<file path="src/design/pcs_pkg.sv">
// Shared types, constants and helpers for the pump cascade staging unit.
// Used by the interfaces, the controller, the datapath and the top level.
package pcs_pkg;

    // Motor count and the widths that follow from it.
    localparam int MAX_MOTORS = 16;
    localparam int IDX_W      = (MAX_MOTORS > 1) ? $clog2(MAX_MOTORS) : 1;
    localparam int CNT_W      = $clog2(MAX_MOTORS + 1);

    // Fixed field widths.
    localparam int DATA_W    = 16;
    localparam int VAL_W     = DATA_W + 1;
    localparam int TICK_W    = 32;
    localparam int DELAY_W   = 16;
    localparam int TOTAL_W   = 5;
    localparam int OPT_W     = 3;
    localparam int SEED_W    = 4;
    localparam int MASK_W    = 16;
    localparam int EVENT_W   = 2;
    localparam int CFG_IDX_W = 3;

    // Option bit positions.
    localparam int OPT_BLOCK  = 0;
    localparam int OPT_TARGET = 1;
    localparam int OPT_ENTRY  = 2;

    // Configuration register indexes.
    typedef enum logic [CFG_IDX_W-1:0] {
        REG_BLOCK_LIMIT   = 3'd0,
        REG_UNBLOCK_LIMIT = 3'd1,
        REG_STAGE_LIMIT   = 3'd2,
        REG_UNSTAGE_LIMIT = 3'd3,
        REG_STAGE_DELAY   = 3'd4,
        REG_UNSTAGE_DELAY = 3'd5,
        REG_MOTOR_TOTAL   = 3'd6,
        REG_OPTION_BITS   = 3'd7
    } cfg_reg_t;

    // Result event codes.
    typedef enum logic [EVENT_W-1:0] {
        EV_NONE  = 2'd0,
        EV_START = 2'd1,
        EV_STOP  = 2'd2,
        EV_HELD  = 2'd3
    } event_t;

    // Outcome of a hysteresis band test.
    typedef enum logic [1:0] {
        BAND_HOLD = 2'd0,
        BAND_GO   = 2'd1,
        BAND_STOP = 2'd2
    } band_t;

    // Source of the motor index loaded at the start of a tick.
    typedef enum logic [1:0] {
        IDX_ZERO     = 2'd0,
        IDX_FIRST_ON = 2'd1,
        IDX_NEXT     = 2'd2
    } idx_sel_t;

    // Commands from the controller to the datapath.
    typedef struct packed {
        logic     capture;
        logic     idx_load;
        idx_sel_t idx_sel;
        logic     idx_step;
        logic     motor_write;
        logic     motor_on;
        logic     out_load;
        event_t   out_event;
    } cmd_t;

    // Status from the datapath to the controller.
    typedef struct packed {
        band_t block_band;
        band_t target_band;
        logic  opt_block;
        logic  opt_target;
        logic  few_on;
        logic  all_on;
        logic  idx_running;
        logic  idx_last;
        logic  held_stage;
        logic  held_unstage;
        logic  out_free;
    } status_t;

    // Hysteresis band: the on edge lies beyond the off edge in either direction.
    // Equal edges always let motors run.
    function automatic band_t band_of(
        input logic signed [VAL_W-1:0] v,
        input logic signed [VAL_W-1:0] off_lim,
        input logic signed [VAL_W-1:0] on_lim
    );
        band_t b;
        b = BAND_GO;
        if (off_lim > on_lim)
        begin
            if (on_lim > v)
                b = BAND_GO;
            else if (v > off_lim)
                b = BAND_STOP;
            else
                b = BAND_HOLD;
        end
        else if (off_lim < on_lim)
        begin
            if (on_lim < v)
                b = BAND_GO;
            else if (v < off_lim)
                b = BAND_STOP;
            else
                b = BAND_HOLD;
        end
        return b;
    endfunction

endpackage

</file>
<file path="src/design/pcs_if.sv">
// Valid/ready channel interfaces for sensor words and motor result words.
// Depends on pcs_pkg for field widths.
interface pcs_sensor_if;
    logic                                     valid;
    logic                                     ready;
    logic signed [pcs_pkg::DATA_W-1:0]        block_temp;
    logic signed [pcs_pkg::DATA_W-1:0]        feed_value;
    logic signed [pcs_pkg::DATA_W-1:0]        entry_value;
    logic        [pcs_pkg::SEED_W-1:0]        start_index;

    modport source (output valid, block_temp, feed_value, entry_value, start_index,
                    input ready);
    modport sink   (input valid, block_temp, feed_value, entry_value, start_index,
                    output ready);
endinterface

interface pcs_motor_if;
    logic                              valid;
    logic                              ready;
    logic [pcs_pkg::MASK_W-1:0]        motor_mask;
    logic [pcs_pkg::EVENT_W-1:0]       tick_event;

    modport source (output valid, motor_mask, tick_event, input ready);
    modport sink   (input valid, motor_mask, tick_event, output ready);
endinterface

</file>
<file path="src/design/pump_cascade_staging_unit.sv">
// Pump cascade staging unit: lead/lag staging of up to sixteen pump motors.
// Per word: accept when idle, decide, then scan all motors, step one motor or
// neither, and finish by loading the result word; a held delay ends a scan early.
// Input is accepted only when idle; a waiting result word stalls the input.
// Reset: settings to defaults, all motors off, change marks zero, tick counter 1.
// Depends on pcs_pkg, pcs_if, pcs_ctrl and pcs_dp.
module pump_cascade_staging_unit (
    input  logic                              clk,
    input  logic                              rst_n,
    pcs_sensor_if.sink                        sensor,
    pcs_motor_if.source                       motors,
    input  logic                              cfg_we,
    input  logic [pcs_pkg::CFG_IDX_W-1:0]     cfg_index,
    input  logic [pcs_pkg::DATA_W-1:0]        cfg_data
);

    pcs_pkg::cmd_t    cmd;
    pcs_pkg::status_t status;

    // Sequencer.
    pcs_ctrl u_ctrl (
        .clk      (clk),
        .rst_n    (rst_n),
        .in_valid (sensor.valid),
        .in_ready (sensor.ready),
        .status   (status),
        .cmd      (cmd)
    );

    // Storage, arithmetic and result register.
    pcs_dp u_dp (
        .clk         (clk),
        .rst_n       (rst_n),
        .cmd         (cmd),
        .status      (status),
        .cfg_we      (cfg_we),
        .cfg_index   (cfg_index),
        .cfg_data    (cfg_data),
        .block_temp  (sensor.block_temp),
        .feed_value  (sensor.feed_value),
        .entry_value (sensor.entry_value),
        .start_index (sensor.start_index),
        .out_ready   (motors.ready),
        .out_valid   (motors.valid),
        .motor_mask  (motors.motor_mask),
        .tick_event  (motors.tick_event)
    );

endmodule

</file>
<file path="src/design/pcs_ctrl.sv">
// Controller state machine for the pump cascade staging unit.
// Depends on pcs_pkg for the command and status structs and event codes.
module pcs_ctrl (
    input  logic             clk,
    input  logic             rst_n,
    input  logic             in_valid,
    output logic             in_ready,
    input  pcs_pkg::status_t status,
    output pcs_pkg::cmd_t    cmd
);

    typedef enum logic [2:0] {
        S_IDLE,
        S_DECIDE,
        S_SCAN,
        S_SINGLE,
        S_FINISH
    } state_t;

    typedef enum logic [1:0] {
        MODE_STOP_ALL,
        MODE_START_ALL,
        MODE_UNSTAGE,
        MODE_STAGE
    } mode_t;

    state_t          state_reg, state_next;
    mode_t           mode_reg, mode_next;
    pcs_pkg::event_t ev_reg, ev_next;
    logic            stopping;
    logic            relevant;
    logic            held;

    // A stop pass looks at running motors and the unstage delay, a start pass
    // at stopped motors and the stage delay.
    always_comb
    begin
        stopping = (mode_reg == MODE_STOP_ALL) || (mode_reg == MODE_UNSTAGE);
        relevant = stopping ? status.idx_running : !status.idx_running;
        held     = stopping ? status.held_unstage : status.held_stage;
    end

    // Next state and commands.
    always_comb
    begin
        state_next    = state_reg;
        mode_next     = mode_reg;
        ev_next       = ev_reg;
        cmd           = '0;
        cmd.idx_sel   = pcs_pkg::IDX_ZERO;
        cmd.out_event = ev_reg;
        in_ready      = 1'b0;
        unique case (state_reg)
            S_IDLE:
            begin
                in_ready = 1'b1;
                if (in_valid)
                begin
                    cmd.capture = 1'b1;
                    state_next  = S_DECIDE;
                end
            end
            S_DECIDE:
            begin
                ev_next = pcs_pkg::EV_NONE;
                if (status.opt_block && (status.block_band == pcs_pkg::BAND_HOLD))
                begin
                    state_next = S_FINISH;
                end
                else if (status.opt_block && (status.block_band == pcs_pkg::BAND_STOP))
                begin
                    cmd.idx_load = 1'b1;
                    cmd.idx_sel  = pcs_pkg::IDX_ZERO;
                    mode_next    = MODE_STOP_ALL;
                    state_next   = S_SCAN;
                end
                else if (!status.opt_target)
                begin
                    cmd.idx_load = 1'b1;
                    cmd.idx_sel  = pcs_pkg::IDX_ZERO;
                    mode_next    = MODE_START_ALL;
                    state_next   = S_SCAN;
                end
                else if (status.target_band == pcs_pkg::BAND_STOP)
                begin
                    if (status.few_on)
                    begin
                        state_next = S_FINISH;
                    end
                    else
                    begin
                        cmd.idx_load = 1'b1;
                        cmd.idx_sel  = pcs_pkg::IDX_FIRST_ON;
                        mode_next    = MODE_UNSTAGE;
                        state_next   = S_SINGLE;
                    end
                end
                else if (status.target_band == pcs_pkg::BAND_GO)
                begin
                    if (status.all_on)
                    begin
                        state_next = S_FINISH;
                    end
                    else
                    begin
                        cmd.idx_load = 1'b1;
                        cmd.idx_sel  = pcs_pkg::IDX_NEXT;
                        mode_next    = MODE_STAGE;
                        state_next   = S_SINGLE;
                    end
                end
                else
                begin
                    state_next = S_FINISH;
                end
            end
            S_SCAN:
            begin
                if (relevant && held)
                begin
                    ev_next    = pcs_pkg::EV_HELD;
                    state_next = S_FINISH;
                end
                else
                begin
                    if (relevant)
                    begin
                        cmd.motor_write = 1'b1;
                        cmd.motor_on    = !stopping;
                        ev_next         = stopping ? pcs_pkg::EV_STOP : pcs_pkg::EV_START;
                    end
                    if (status.idx_last)
                        state_next = S_FINISH;
                    else
                        cmd.idx_step = 1'b1;
                end
            end
            S_SINGLE:
            begin
                if (held)
                begin
                    ev_next = pcs_pkg::EV_HELD;
                end
                else
                begin
                    cmd.motor_write = 1'b1;
                    cmd.motor_on    = !stopping;
                    ev_next         = stopping ? pcs_pkg::EV_STOP : pcs_pkg::EV_START;
                end
                state_next = S_FINISH;
            end
            S_FINISH:
            begin
                if (status.out_free)
                begin
                    cmd.out_load = 1'b1;
                    state_next   = S_IDLE;
                end
            end
            default:
            begin
                state_next = S_IDLE;
            end
        endcase
    end

    // State, pass mode and event code.
    always_ff @(posedge clk or negedge rst_n)
    begin
        if (!rst_n)
        begin
            state_reg <= S_IDLE;
            mode_reg  <= MODE_STOP_ALL;
            ev_reg    <= pcs_pkg::EV_NONE;
        end
        else
        begin
            state_reg <= state_next;
            mode_reg  <= mode_next;
            ev_reg    <= ev_next;
        end
    end

endmodule

</file>
<file path="src/design/pcs_dp.sv">
// Datapath for the pump cascade staging unit: settings, tick counter,
// motor states, change marks, band tests and the result register.
// Depends on pcs_pkg for widths, register indexes and the command/status structs.
module pcs_dp (
    input  logic                                  clk,
    input  logic                                  rst_n,
    input  pcs_pkg::cmd_t                         cmd,
    output pcs_pkg::status_t                      status,
    input  logic                                  cfg_we,
    input  logic [pcs_pkg::CFG_IDX_W-1:0]         cfg_index,
    input  logic [pcs_pkg::DATA_W-1:0]            cfg_data,
    input  logic signed [pcs_pkg::DATA_W-1:0]     block_temp,
    input  logic signed [pcs_pkg::DATA_W-1:0]     feed_value,
    input  logic signed [pcs_pkg::DATA_W-1:0]     entry_value,
    input  logic [pcs_pkg::SEED_W-1:0]            start_index,
    input  logic                                  out_ready,
    output logic                                  out_valid,
    output logic [pcs_pkg::MASK_W-1:0]            motor_mask,
    output logic [pcs_pkg::EVENT_W-1:0]           tick_event
);

    localparam int IW = pcs_pkg::IDX_W;
    localparam int CW = pcs_pkg::CNT_W;
    localparam int TW = pcs_pkg::TICK_W;

    // Settings.
    logic signed [pcs_pkg::DATA_W-1:0]   block_lim_reg;
    logic signed [pcs_pkg::DATA_W-1:0]   unblock_lim_reg;
    logic signed [pcs_pkg::DATA_W-1:0]   stage_lim_reg;
    logic signed [pcs_pkg::DATA_W-1:0]   unstage_lim_reg;
    logic [pcs_pkg::DELAY_W-1:0]         stage_dly_reg;
    logic [pcs_pkg::DELAY_W-1:0]         unstage_dly_reg;
    logic [pcs_pkg::TOTAL_W-1:0]         total_reg;
    logic [pcs_pkg::OPT_W-1:0]           opt_reg;

    // Captured sensor word.
    logic signed [pcs_pkg::DATA_W-1:0]   temp_reg;
    logic signed [pcs_pkg::DATA_W-1:0]   feed_reg;
    logic signed [pcs_pkg::DATA_W-1:0]   entry_reg;
    logic [pcs_pkg::SEED_W-1:0]          seed_reg;

    // Motor state.
    logic [TW-1:0]                       tick_reg;
    logic [pcs_pkg::MAX_MOTORS-1:0]      running_reg;
    logic [TW-1:0]                       mark_reg [pcs_pkg::MAX_MOTORS];
    logic [IW-1:0]                       idx_reg, idx_next;

    // Result register.
    logic                                out_valid_reg;
    logic [pcs_pkg::MASK_W-1:0]          mask_reg;
    logic [pcs_pkg::EVENT_W-1:0]         event_reg;

    logic [CW-1:0]                       n_eff;
    logic [pcs_pkg::MAX_MOTORS-1:0]      active;
    logic [CW-1:0]                       on_count;
    logic [IW-1:0]                       first_on;
    logic [IW-1:0]                       last_on;
    logic [CW-1:0]                       wrap_base;
    logic [CW-1:0]                       wrap_inc;
    logic [IW-1:0]                       next_pick;
    logic signed [pcs_pkg::VAL_W-1:0]    target_val;
    logic [TW-1:0]                       elapsed;

    // Motors in use: zero acts as one, anything above the maximum as the maximum.
    always_comb
    begin
        if (total_reg == '0)
            n_eff = CW'(1);
        else if (int'(total_reg) > pcs_pkg::MAX_MOTORS)
            n_eff = CW'(pcs_pkg::MAX_MOTORS);
        else
            n_eff = CW'(total_reg);
    end

    // Running motors in use, their count and the lowest and highest of them.
    always_comb
    begin
        on_count = '0;
        first_on = '0;
        last_on  = '0;
        for (int k = 0; k < pcs_pkg::MAX_MOTORS; k++)
        begin
            active[k] = running_reg[k] && (CW'(k) < n_eff);
            on_count  = on_count + CW'(active[k]);
            if (active[k])
                last_on = IW'(k);
        end
        for (int k = pcs_pkg::MAX_MOTORS - 1; k >= 0; k--)
        begin
            if (active[k])
                first_on = IW'(k);
        end
    end

    // Next motor in rotation: after the highest running one, or after the seed
    // when none runs; a seed outside the motors in use picks motor 0.
    always_comb
    begin
        wrap_base = (on_count == '0) ? CW'(seed_reg) : CW'(last_on);
        wrap_inc  = wrap_base + CW'(1);
        if ((on_count == '0) && !(CW'(seed_reg) < n_eff))
            next_pick = '0;
        else if (wrap_inc == n_eff)
            next_pick = '0;
        else
            next_pick = wrap_inc[IW-1:0];
    end

    // Motor index for the current pass.
    always_comb
    begin
        idx_next = idx_reg;
        if (cmd.idx_load)
        begin
            case (cmd.idx_sel)
                pcs_pkg::IDX_FIRST_ON: idx_next = first_on;
                pcs_pkg::IDX_NEXT:     idx_next = next_pick;
                default:               idx_next = '0;
            endcase
        end
        else if (cmd.idx_step)
        begin
            idx_next = idx_reg + IW'(1);
        end
    end

    // Band tests and delay checks for the selected motor.
    always_comb
    begin
        target_val = pcs_pkg::VAL_W'(feed_reg);
        if (opt_reg[pcs_pkg::OPT_ENTRY])
            target_val = pcs_pkg::VAL_W'(feed_reg) - pcs_pkg::VAL_W'(entry_reg);
        elapsed = tick_reg - mark_reg[idx_reg];

        status.block_band   = pcs_pkg::band_of(pcs_pkg::VAL_W'(temp_reg),
                                               pcs_pkg::VAL_W'(block_lim_reg),
                                               pcs_pkg::VAL_W'(unblock_lim_reg));
        status.target_band  = pcs_pkg::band_of(target_val,
                                               pcs_pkg::VAL_W'(unstage_lim_reg),
                                               pcs_pkg::VAL_W'(stage_lim_reg));
        status.opt_block    = opt_reg[pcs_pkg::OPT_BLOCK];
        status.opt_target   = opt_reg[pcs_pkg::OPT_TARGET];
        status.few_on       = (on_count <= CW'(1));
        status.all_on       = (on_count == n_eff);
        status.idx_running  = running_reg[idx_reg];
        status.idx_last     = ((CW'(idx_reg) + CW'(1)) == n_eff);
        status.held_stage   = (stage_dly_reg != '0) && (elapsed < TW'(stage_dly_reg));
        status.held_unstage = (unstage_dly_reg != '0) && (elapsed < TW'(unstage_dly_reg));
        status.out_free     = !out_valid_reg || out_ready;
    end

    // Settings and tick counter; a stage delay write reloads the counter.
    always_ff @(posedge clk or negedge rst_n)
    begin
        if (!rst_n)
        begin
            block_lim_reg   <= '0;
            unblock_lim_reg <= '0;
            stage_lim_reg   <= '0;
            unstage_lim_reg <= '0;
            stage_dly_reg   <= '0;
            unstage_dly_reg <= '0;
            total_reg       <= pcs_pkg::TOTAL_W'(1);
            opt_reg         <= '0;
            tick_reg        <= TW'(1);
        end
        else
        begin
            if (cmd.capture)
                tick_reg <= tick_reg + TW'(1);
            if (cfg_we)
            begin
                unique case (pcs_pkg::cfg_reg_t'(cfg_index))
                    pcs_pkg::REG_BLOCK_LIMIT:   block_lim_reg   <= cfg_data;
                    pcs_pkg::REG_UNBLOCK_LIMIT: unblock_lim_reg <= cfg_data;
                    pcs_pkg::REG_STAGE_LIMIT:   stage_lim_reg   <= cfg_data;
                    pcs_pkg::REG_UNSTAGE_LIMIT: unstage_lim_reg <= cfg_data;
                    pcs_pkg::REG_STAGE_DELAY:
                    begin
                        stage_dly_reg <= cfg_data;
                        tick_reg      <= TW'(cfg_data) + TW'(1);
                    end
                    pcs_pkg::REG_UNSTAGE_DELAY: unstage_dly_reg <= cfg_data;
                    pcs_pkg::REG_MOTOR_TOTAL:   total_reg <= cfg_data[pcs_pkg::TOTAL_W-1:0];
                    pcs_pkg::REG_OPTION_BITS:   opt_reg   <= cfg_data[pcs_pkg::OPT_W-1:0];
                    default:                    opt_reg   <= opt_reg;
                endcase
            end
        end
    end

    // Captured sensor word.
    always_ff @(posedge clk)
    begin
        if (cmd.capture)
        begin
            temp_reg  <= block_temp;
            feed_reg  <= feed_value;
            entry_reg <= entry_value;
            seed_reg  <= start_index;
        end
    end

    // Motor states, change marks and pass index.
    always_ff @(posedge clk or negedge rst_n)
    begin
        if (!rst_n)
        begin
            running_reg <= '0;
            idx_reg     <= '0;
            for (int k = 0; k < pcs_pkg::MAX_MOTORS; k++)
                mark_reg[k] <= '0;
        end
        else
        begin
            idx_reg <= idx_next;
            if (cmd.motor_write)
            begin
                running_reg[idx_reg] <= cmd.motor_on;
                mark_reg[idx_reg]    <= tick_reg;
            end
        end
    end

    // Result register: a new word may load in the cycle the old one is taken.
    always_ff @(posedge clk or negedge rst_n)
    begin
        if (!rst_n)
        begin
            out_valid_reg <= 1'b0;
        end
        else if (cmd.out_load)
        begin
            out_valid_reg <= 1'b1;
        end
        else if (out_ready)
        begin
            out_valid_reg <= 1'b0;
        end
    end

    always_ff @(posedge clk)
    begin
        if (cmd.out_load)
        begin
            mask_reg  <= running_reg[pcs_pkg::MASK_W-1:0];
            event_reg <= cmd.out_event;
        end
    end

    assign out_valid  = out_valid_reg;
    assign motor_mask = mask_reg;
    assign tick_event = event_reg;

endmodule

</file>
<file path="src/flat_wrapper.sv">
// flat-port wrapper written by rule: the top's interface ports become plain ports
module pump_cascade_staging_unit_flat 
  (clk, rst_n, cfg_we, cfg_index, cfg_data, sensor_valid, sensor_block_temp, sensor_feed_value, sensor_entry_value, sensor_start_index, sensor_ready, motors_valid, motors_motor_mask, motors_tick_event, motors_ready);
  pcs_sensor_if sensor_i ();
  pcs_motor_if motors_i ();
  input  logic clk;
  input  logic rst_n;
  input  logic cfg_we;
  input  logic [pcs_pkg::CFG_IDX_W-1:0] cfg_index;
  input  logic [pcs_pkg::DATA_W-1:0] cfg_data;
  input wire logic [$bits(sensor_i.valid)-1:0] sensor_valid;
  input wire logic [$bits(sensor_i.block_temp)-1:0] sensor_block_temp;
  input wire logic [$bits(sensor_i.feed_value)-1:0] sensor_feed_value;
  input wire logic [$bits(sensor_i.entry_value)-1:0] sensor_entry_value;
  input wire logic [$bits(sensor_i.start_index)-1:0] sensor_start_index;
  output wire logic [$bits(sensor_i.ready)-1:0] sensor_ready;
  output wire logic [$bits(motors_i.valid)-1:0] motors_valid;
  output wire logic [$bits(motors_i.motor_mask)-1:0] motors_motor_mask;
  output wire logic [$bits(motors_i.tick_event)-1:0] motors_tick_event;
  input wire logic [$bits(motors_i.ready)-1:0] motors_ready;
  assign sensor_i.valid = sensor_valid;
  assign sensor_i.block_temp = sensor_block_temp;
  assign sensor_i.feed_value = sensor_feed_value;
  assign sensor_i.entry_value = sensor_entry_value;
  assign sensor_i.start_index = sensor_start_index;
  assign sensor_ready = sensor_i.ready;
  assign motors_valid = motors_i.valid;
  assign motors_motor_mask = motors_i.motor_mask;
  assign motors_tick_event = motors_i.tick_event;
  assign motors_i.ready = motors_ready;
  pump_cascade_staging_unit u_core (.clk(clk), .rst_n(rst_n), .sensor(sensor_i), .motors(motors_i), .cfg_we(cfg_we), .cfg_index(cfg_index), .cfg_data(cfg_data));
endmodule
</file>
<file path="config.mk">
export PLATFORM = sky130hd
export DESIGN_NAME = pump_cascade_staging_unit_flat
export DESIGN_NICKNAME = d
export VERILOG_FILES = /design/src/design/pcs_pkg.sv /design/src/design/pcs_if.sv /design/src/design/pump_cascade_staging_unit.sv /design/src/design/pcs_ctrl.sv /design/src/design/pcs_dp.sv /design/src/flat_wrapper.sv
export SDC_FILE = /design/constraint.sdc
export NUM_CORES = 1
export LEC_CHECK = 0
export BUFFER_PORTS_ARGS = -buffer_cell sky130_fd_sc_hd__buf_2
export CORE_AREA = 10 10 419 217
export CTS_BUF_LIST = sky130_fd_sc_hd__clkbuf_2 sky130_fd_sc_hd__clkbuf_4 sky130_fd_sc_hd__clkbuf_8
export CTS_CLUSTER_DIAMETER = 80
export DETAILED_ROUTE_END_ITERATION = 16
export DIE_AREA = 0 0 429 227
export PLACE_DENSITY = 0.68
export SKIP_LAST_GASP = 1
export SYNTH_ARGS = -nofsm -noshare
export SYNTH_HDL_FRONTEND = slang
export SYNTH_SLANG_ARGS = --single-unit
</file>
<file path="constraint.sdc">
create_clock -name clk -period 9 [get_ports clk]
set_clock_uncertainty 0.2 [all_clocks]
set_input_delay 1.35 -clock clk [delete_from_list [all_inputs] [get_ports clk]]
set_output_delay 1.35 -clock clk [all_outputs]
set_load 0.02 [all_outputs]
</file>
==> impl_metrics.ini, run 1 <==
[synthesis]
avgSynthCellArea_um2 = 12.8
synthCells = 3237
synth_warnings = 0
synthDistinctLibCells = 88
synth-edff-count = 70
yosys_most_used_dff = dfrtp_1
async_flop_share_pct = 90.6
synthesis.nets = 3520
ys_seq_elements = 745
netlist_area_um2 = 41500
ys_seq_area_share_pct = 45.7

[detailed_routing]
dr.first_iter.drc_count = 2457
vias = 26500
dr.pass1.iters = 5
finalWirelength_um = 103000
drcViolationCount = 0
ant_nets = 0
post_drt_wl_per_cell_um = 22.9
avgViaCountPerCell = 5.91

[power_and_ir_drop]
cellLeakagePower_uw = 0.0208
vdd.ir_drop.worst_mv = 0.201
p_total_uw = 13400
p_per_area_nw_per_um2 = 298

[worst_hold_path]
min_path_type = reg2reg

[run_status]
outcome = completed

[cts]
cts_root_buf = clkbuf_8
h-tree-depth = 3
ctsResizeCount = 0
postCtsSetupBuffers = 0
clock_latency_ps = 770
cts_tree = yes
clockBufferDepth = 3
clkTransAtPathRegs_ps = 70
holdBufCountCts = 0
cts.sinks = 745
numCtsBuffers = 111

[sta]
setup_viol = 0
drv_slew = 0
grt_setup_unrepaired = no
worstMarginPinSlew_ps = 1230
timing.fmax_ghz = 0.126
fin_crit_ps = 7920
post-route-period-util_pct = 88.0
finalHoldViolCount = 0
relSlewSlack_pct = 18.0
tns_ps = 0
worst_slack_ps = 1080
fin_hold_ws_ps = 260

[die]
fp.dieH_um = 227
start_util_pct = 49.9
rows = 75
io_pins = 96
die-area_um2 = 97400
die_x_um = 429
core_area_um2 = 83300

[global_route]
antenna_found_initial = 0
grt-ovfl-total = 0
grt_pass1_vias = 27400
grt_max_degree = 198
grt.total_usage_pct = 21.0
grt_pass1_wl_um = 163000

[placed_design]
numPortBuffers = 95
post-place-ws_ps = 1160
globalplace.congestion = 0.895
place_hpwl_um = 67400

[final_layout]
layout-drive-gt1-share_pct = 33.6
area_growth_syn_to_layout_pct = 8.53
finalNetCount = 3568
largest_reg_flops = 512
fillers = 6868
final_core_util_pct = 54.1

[worst_setup_path]
worstSetupPathType = reg2reg
critPathSlowestCell = dfrtp_1
reg2regPathDepth = 26
crit_start = u_core.u_dp.total_reg[3]
cp.arrival_ps = 8320
cp-end-kind = register
crit_fanout = 16
cp-start-kind = register
crit_end = u_core.u_dp.idx_reg[3]
slowest_delay_ps = 560
cp.required_ps = 9400
reg2reg_from = u_core.u_dp.total_reg[3]
r2r_end = u_core.u_dp.idx_reg[3]
r2r_slack_ps = 1080

[job]
maxCapViolCount = 0
## area by class of cell
type	instances	area [um2]	area share, %
multi-input cells	2044	20500	45.5
flip-flops and latches	745	19000	42.1
clock buffers	158	2000	4.43
well taps	1116	1400	3.10
repair buffers	150	961	2.13
inverters	233	875	1.94
clock inverters	45	358	0.794
diodes	1	2.50	0.00555
## metal layers
metal,wire (um),part of all wire (%),global-route usage (%)
met5,0,0,0
met3,6380,6.2,3.60
met4,1990,1.9,5.27
met2,46400,45,33.2
met1,48100,47,30.2
## worst max-delay path: cells and delay by family (launching register included)
kind                       cells  cell delay (ps)
buffers and inverters          5              440
DFF                            1              560
and+or+nand+nor                6             1580
adders and majority gates      7             2770
AOI/OAI and AO/OA              8             2210
## stage by stage
| stage | cell area, um2 | instances |
|---|---|---|
| after global routing | 45100 | 4491 |
| after floorplan | 41500 | 3237 |
| after detailed placement | 42700 | 4288 |
| after global placement | 42700 | 4288 |
| final | 45100 | 4492 |
| after CTS | 45100 | 4491 |
## kinds of logic (layout without fill, tap and decap cells)
| logic type | after synthesis | after routing | share of synthesized area [%] |
|---|---|---|---|
| and+or+nand+nor | 530 | 530 | 6.73 |
| other | 0 | 1 | 0 |
| DFF | 745 | 745 | 45.7 |
| muxes | 762 | 762 | 27.1 |
| adders and majority gates | 207 | 207 | 6.45 |
| xor gates and xnor gates | 86 | 86 | 1.85 |
| AOI/OAI and AO/OA | 459 | 459 | 7.14 |
| buffers and inverters | 448 | 586 | 5.00 |
## power breakdown
| part | switching [uW] | internal, uW | leakage [uW] |
|---|---|---|---|
| Clock | 1400 | 1560 | 0.00125 |
| Sequential | 514 | 3970 | 0.00974 |
| Combinational | 3310 | 2680 | 0.00985 |
## synthesized netlist by cell type, types with 37 or more instances
cell type  count  area [um2]
dfrtp_1      673       16800
mux2_2       342        3850
mux2_4       234        3510
inv_1        232         871
ha_1         195        2440
nand2_1      164         616
mux4_2       162        3650
o21ai_0      151         756
clkbuf_1     138         518
nor2_1        97         364
a21oi_1       88         440
edfxtp_1      70        2100
buf_6         49         552
xnor2_1       44         385
xor2_1        41         359
a21o_1        37         278
## how the worst min path moves through the flow
stage	from	end	slack [ps]	cells past startpoint
final	u_core.u_ctrl.ev_reg[0]	u_core.u_dp.tick_event[0]	260	0
after global routing	u_core.u_ctrl.ev_reg[1]	u_core.u_dp.tick_event[1]	280	0
after CTS	u_core.u_ctrl.ev_reg[1]	u_core.u_dp.tick_event[1]	260	0
after detailed placement	u_core.u_ctrl.ev_reg[1]	u_core.u_dp.tick_event[1]	250	0
after global placement	u_core.u_ctrl.ev_reg[1]	u_core.u_dp.tick_event[1]	230	0
after floorplan	u_core.u_ctrl.ev_reg[0]	u_core.u_dp.tick_event[0]	230	0
## cells in the final DEF (no fill, tap or decap), types with 23 or more instances in the layout
cell,n
nand2_1,164
a21oi_1,88
nand3_1,34
xnor2_1,44
and3_1,23
buf_2,94
nor3_1,26
ha_1,195
nand4_1,35
o21ai_0,151
clkbuf_8,130
dfrtp_1,670
inv_1,232
mux4_2,162
buf_4,50
edfxtp_1,70
nor2_1,97
mux2_2,342
clkbuf_4,28
xor2_1,41
mux2_4,234
a21o_1,37
nand2b_1,23
(Power assumes the default switching activity.)
==> run 2, diff against run 1 <==
--- a/config.mk
+++ b/config.mk
@@ -5,9 +5,8 @@
 export SDC_FILE = /design/constraint.sdc
 export NUM_CORES = 1
 export LEC_CHECK = 0
-export BUFFER_PORTS_ARGS = -buffer_cell sky130_fd_sc_hd__buf_2
+export BUFFER_PORTS_ARGS = -buffer_cell sky130_fd_sc_hd__buf_4
 export CORE_AREA = 10 10 419 217
-export CTS_BUF_LIST = sky130_fd_sc_hd__clkbuf_2 sky130_fd_sc_hd__clkbuf_4 sky130_fd_sc_hd__clkbuf_8
 export CTS_CLUSTER_DIAMETER = 80
 export DETAILED_ROUTE_END_ITERATION = 16
 export DIE_AREA = 0 0 429 227
==> run 2 against run 1 <==
- worst hold slack improved by 0.84 ps
- critical path type unchanged
- first-iteration DRC count fell by 12%
- final cell count fell by 1.9%
- design area rose by 0.54%
- sequential power rose by 2%
- clock power rose by 5%
- sequential cell count did not move
- die area did not move
==> impl_metrics.ini, run 2 (same netlist as run 1, synthesis figures left out) <==
[detailed_routing]
dr.pass1.iters = 5
avgViaCountPerCell = 5.99
finalWirelength_um = 103000
dr.first_iter.drc_count = 2171
ant_nets = 0
vias = 26400
drcViolationCount = 0
post_drt_wl_per_cell_um = 23.3

[cts]
postCtsSetupBuffers = 0
clkTransAtPathRegs_ps = 70
numCtsBuffers = 71
clock_latency_ps = 650
h-tree-depth = 3
cts.sinks = 745
clockBufferDepth = 3
holdBufCountCts = 0
cts_tree = yes
cts_root_buf = clkbuf_16
ctsResizeCount = 0

[global_route]
grt_max_degree = 167
antenna_found_initial = 0
grt_pass1_vias = 26700
grt_pass1_wl_um = 161000
grt-ovfl-total = 0
grt.total_usage_pct = 20.8

[power_and_ir_drop]
p_total_uw = 13700
p_per_area_nw_per_um2 = 301
vdd.ir_drop.worst_mv = 0.195
cellLeakagePower_uw = 0.0208

[final_layout]
layout-drive-gt1-share_pct = 31.7
largest_reg_flops = 512
area_growth_syn_to_layout_pct = 9.12
final_common_cell = dfrtp_1
final_area_um2 = 45300
finalNetCount = 3517
layout_common_cells = dfrtp_1, mux2_2, mux2_4, inv_1, ha_1
fillers = 6816
num_antenna_cells = 0

[worst_setup_path]
cp-start-kind = register
worst-path-buf-inv = 5
worstSetupPathType = reg2reg
critPathSlowestCell = dfrtp_1
cp.arrival_ps = 8270
path_delay_family = adder cells
cp-end-kind = register
cp.required_ps = 9320
crit_fanout = 25
slowest_delay_ps = 630

[sta]
relSlewSlack_pct = 19.9
grt_setup_unrepaired = no
setup_viol = 0
post-route-period-util_pct = 88.3
worstMarginPinSlew_ps = 1170
finalHoldViolCount = 0
timing.fmax_ghz = 0.126
tns_ps = 0
drv_slew = 0
fin_crit_ps = 7950

[die]
die_x_um = 429
rows = 75
start_util_pct = 49.9
fp.dieH_um = 227
die-area_um2 = 97400
io_pins = 96
core_area_um2 = 83300

[job]
maxCapViolCount = 0

[placed_design]
dpl_cell_area_um2 = 42900
globalplace.congestion = 0.894
place_hpwl_um = 66300
numPortBuffers = 95

[worst_hold_path]
min_path_type = reg2reg

[run_status]
outcome = completed
-- run 2: changes by cell type in the layout (fill, tap and decap cells not counted), sizes merged --
cell	change
inv	+3
clkinvlp	-3
clkbuf	-52
buf	-11
clkinv	-21
diode	-1
-- run 2: where the power goes --
| part | total [uW] | leakage (uW) | switching [uW] | internal (uW) |
|---|---|---|---|---|
| clock | 3120 | 0.00118 | 1370 | 1760 |
| sequential | 4550 | 0.00974 | 585 | 3970 |
| combinational | 5990 | 0.00988 | 3280 | 2710 |
-- run 2: path summary, 6_finish.rpt --
check	startpoint	endpoint	slack, ps	cells past startpoint
setup / recovery	u_core.u_dp.total_reg[4]	u_core.u_dp.idx_reg[3]	1050	26
hold / removal	u_core.u_ctrl.ev_reg[1]	u_core.u_dp.tick_event[1]	260	0
setup reg to reg	u_core.u_dp.total_reg[4]	u_core.u_dp.idx_reg[3]	1050	26
hold reg to reg	u_core.u_ctrl.ev_reg[1]	u_core.u_dp.tick_event[1]	260	0
max in group asynchronous	rst_n	u_core.u_dp.total_reg[2]	6470	2
min in group asynchronous	rst_n	u_core.u_dp.mark_reg[179]	590	1
-- run 2: worst register-to-register path, delay by kind of cell, from the launching register on --
family,cells,cell delay [ps]
AO/OA/AOI/OAI,8,2190
adder cells (fa/ha/maj),7,2780
buffers and inverters,5,410
flip-flops,1,630
AND/OR/NAND/NOR,6,1620
-- run 2: metrics by stage --
| step | setup slack, ps | hold WS, ps | util (%) | instances |
|---|---|---|---|---|
| final | 1050 | 261 | 54.4 | 4407 |
| after global routing | 637 | 286 | 54.4 | 4407 |
| after detailed placement | 1160 | 250 | 51.5 | 4277 |
| after global placement | 1370 | 255 | 51.5 | 4277 |
| after floorplan | 1930 | 225 | - | 3237 |
| after CTS | 1160 | 268 | 54.4 | 4407 |
-- run 2: area by class of cell --
cell class                 instances  area [um2]  area share, %
multi-input combinational       2044       20500           45.2
sequential                       745       19000           41.9
clock buffer                     106        2100           4.64
tap                             1116        1400           3.08
timing repair buffer             139        1180           2.59
inverter                         233         875           1.93
clock inverter                    24         287          0.632
-- run 2: metal layers --
layer | part of all wire (%) | GRT usage (%) | vias up
met5 | 0 | 0 | -
met4 | 2.4 | 5.60 | 0
met3 | 5.0 | 3.00 | 147
met2 | 46 | 33.4 | 731
met1 | 47 | 29.8 | 13800
li1 | - | - | 11700
==> run 3, diff against run 2 <==
--- a/config.mk
+++ b/config.mk
@@ -7,6 +7,7 @@
 export LEC_CHECK = 0
 export BUFFER_PORTS_ARGS = -buffer_cell sky130_fd_sc_hd__buf_4
 export CORE_AREA = 10 10 419 217
+export CTS_BUF_LIST = sky130_fd_sc_hd__clkbuf_4 sky130_fd_sc_hd__clkbuf_8
 export CTS_CLUSTER_DIAMETER = 80
 export DETAILED_ROUTE_END_ITERATION = 16
 export DIE_AREA = 0 0 429 227
==> run 3 against run 2 <==
- wire length increased by 0.54%
- clock power decreased by 5%
- die area unchanged
- critical path type unchanged
- highest routed layer unchanged
==> impl_metrics.ini, run 3 (same netlist as run 1, synthesis figures left out) <==
[run_status]
outcome = completed

[global_route]
grt-ovfl-total = 0
grt_pass1_wl_um = 162000
grt_pass1_vias = 27100
grt.total_usage_pct = 21.0
antenna_found_initial = 1
grt_max_degree = 167

[power_and_ir_drop]
p_per_area_nw_per_um2 = 297
cellLeakagePower_uw = 0.0209
vdd.ir_drop.worst_mv = 0.196
p_total_uw = 13500

[worst_setup_path]
r2r_end = u_core.u_dp.idx_reg[3]
cp.arrival_ps = 8390
critPathSlowestCell = dfrtp_1
reg2reg_from = u_core.u_dp.total_reg[4]
cp.required_ps = 9390
slowest_delay_ps = 630
cp-end-kind = register
cp-start-kind = register
reg2regPathDepth = 26
crit_fanout = 25
worst-path-buf-inv = 5
r2r_slack_ps = 990
worstSetupPathType = reg2reg
path_delay_family = adder cells

[worst_hold_path]
min_path_type = reg2reg
hold_depth = 0
min_to = u_core.u_dp.tick_event[1]
min_from = u_core.u_ctrl.ev_reg[1]

[job]
maxCapViolCount = 0

[sta]
worstMarginPinSlew_ps = 1190
finalHoldViolCount = 0
grt_setup_unrepaired = no
setup_viol = 0
drv_slew = 0
post-route-period-util_pct = 89.0
relSlewSlack_pct = 18.2
worst_slack_ps = 993
tns_ps = 0
fin_crit_ps = 8010
timing.fmax_ghz = 0.125

[detailed_routing]
finalWirelength_um = 103000
avgViaCountPerCell = 5.91
post_drt_wl_per_cell_um = 23.0
dr.pass1.iters = 7
vias = 26500
dr.first_iter.drc_count = 2236
drcViolationCount = 0
ant_nets = 0

[final_layout]
layout-drive-gt1-share_pct = 33.6
area_growth_syn_to_layout_pct = 9.13
layout_common_cells = dfrtp_1, mux2_2, mux2_4, inv_1, ha_1
largest_reg_flops = 512
finalNetCount = 3556
fillers = 6850
final_common_cell = dfrtp_1

[placed_design]
globalplace.congestion = 0.894
post-place-ws_ps = 1160
numPortBuffers = 95
place_hpwl_um = 66300

[cts]
cts_tree = yes
clock_latency_ps = 770
holdBufCountCts = 0
clockBufferDepth = 3
cts_root_buf = clkbuf_8
ctsResizeCount = 0
cts.sinks = 745
numCtsBuffers = 110
clkTransAtPathRegs_ps = 70
postCtsSetupBuffers = 0
h-tree-depth = 3

[die]
core_area_um2 = 83300
die-area_um2 = 97400
die_x_um = 429
io_pins = 96
start_util_pct = 49.9
rows = 75
fp.dieH_um = 227
run 3: how the worst max path moves through the flow:
stage	from	end	depth (start not counted)
2_1_floorplan	u_core.u_dp.total_reg[1]	u_core.u_dp.idx_reg[3]	27
3_3_place_gp	u_core.u_dp.total_reg[4]	u_core.u_dp.idx_reg[3]	26
3_5_place_dp	u_core.u_dp.total_reg[4]	u_core.u_dp.idx_reg[3]	26
4_1_cts	u_core.u_dp.total_reg[4]	u_core.u_dp.idx_reg[3]	26
5_1_grt	u_core.u_dp.total_reg[4]	u_core.u_dp.idx_reg[3]	26
6_report	u_core.u_dp.total_reg[4]	u_core.u_dp.idx_reg[3]	26
run 3: through the flow:
| stage | cell area (um2) | utilization, % | cells | hold WS (ps) |
|---|---|---|---|---|
| finish | 45300 | 54.4 | 4483 | 264 |
| global route | 45300 | 54.4 | 4482 | 288 |
| CTS | 45300 | 54.4 | 4481 | 270 |
| detailed placement | 42900 | 51.5 | 4277 | 250 |
| global placement | 42900 | 51.5 | 4277 | 255 |
| floorplan | 41500 | - | 3237 | 225 |
run 3: routing by layer:
metal	share of wire [%]	global-route usage, %
met5	0	0
met1	47	29.7
met4	2.1	5.35
met3	5.3	3.40
met2	46	33.7
run 3: cell type report:
type	instances	area, um2	area share [%]
Tap cell	1116	1400	3.08
Clock buffer	169	2100	4.63
Inverter	233	875	1.93
Antenna cell	2	5.00	0.0110
Clock inverter	35	287	0.632
Timing Repair Buffer	139	1180	2.59
Multi-Input combinational cell	2044	20500	45.2
Sequential cell	745	19000	41.9
run 3: where the power goes:
group	switching (uW)	internal, uW	total (uW)	leakage (uW)
Clock	1380	1590	2960	0.00129
Combinational	3260	2710	5970	0.00988
Sequential	584	3970	4550	0.00974
Total	5220	8260	13500	0.0209
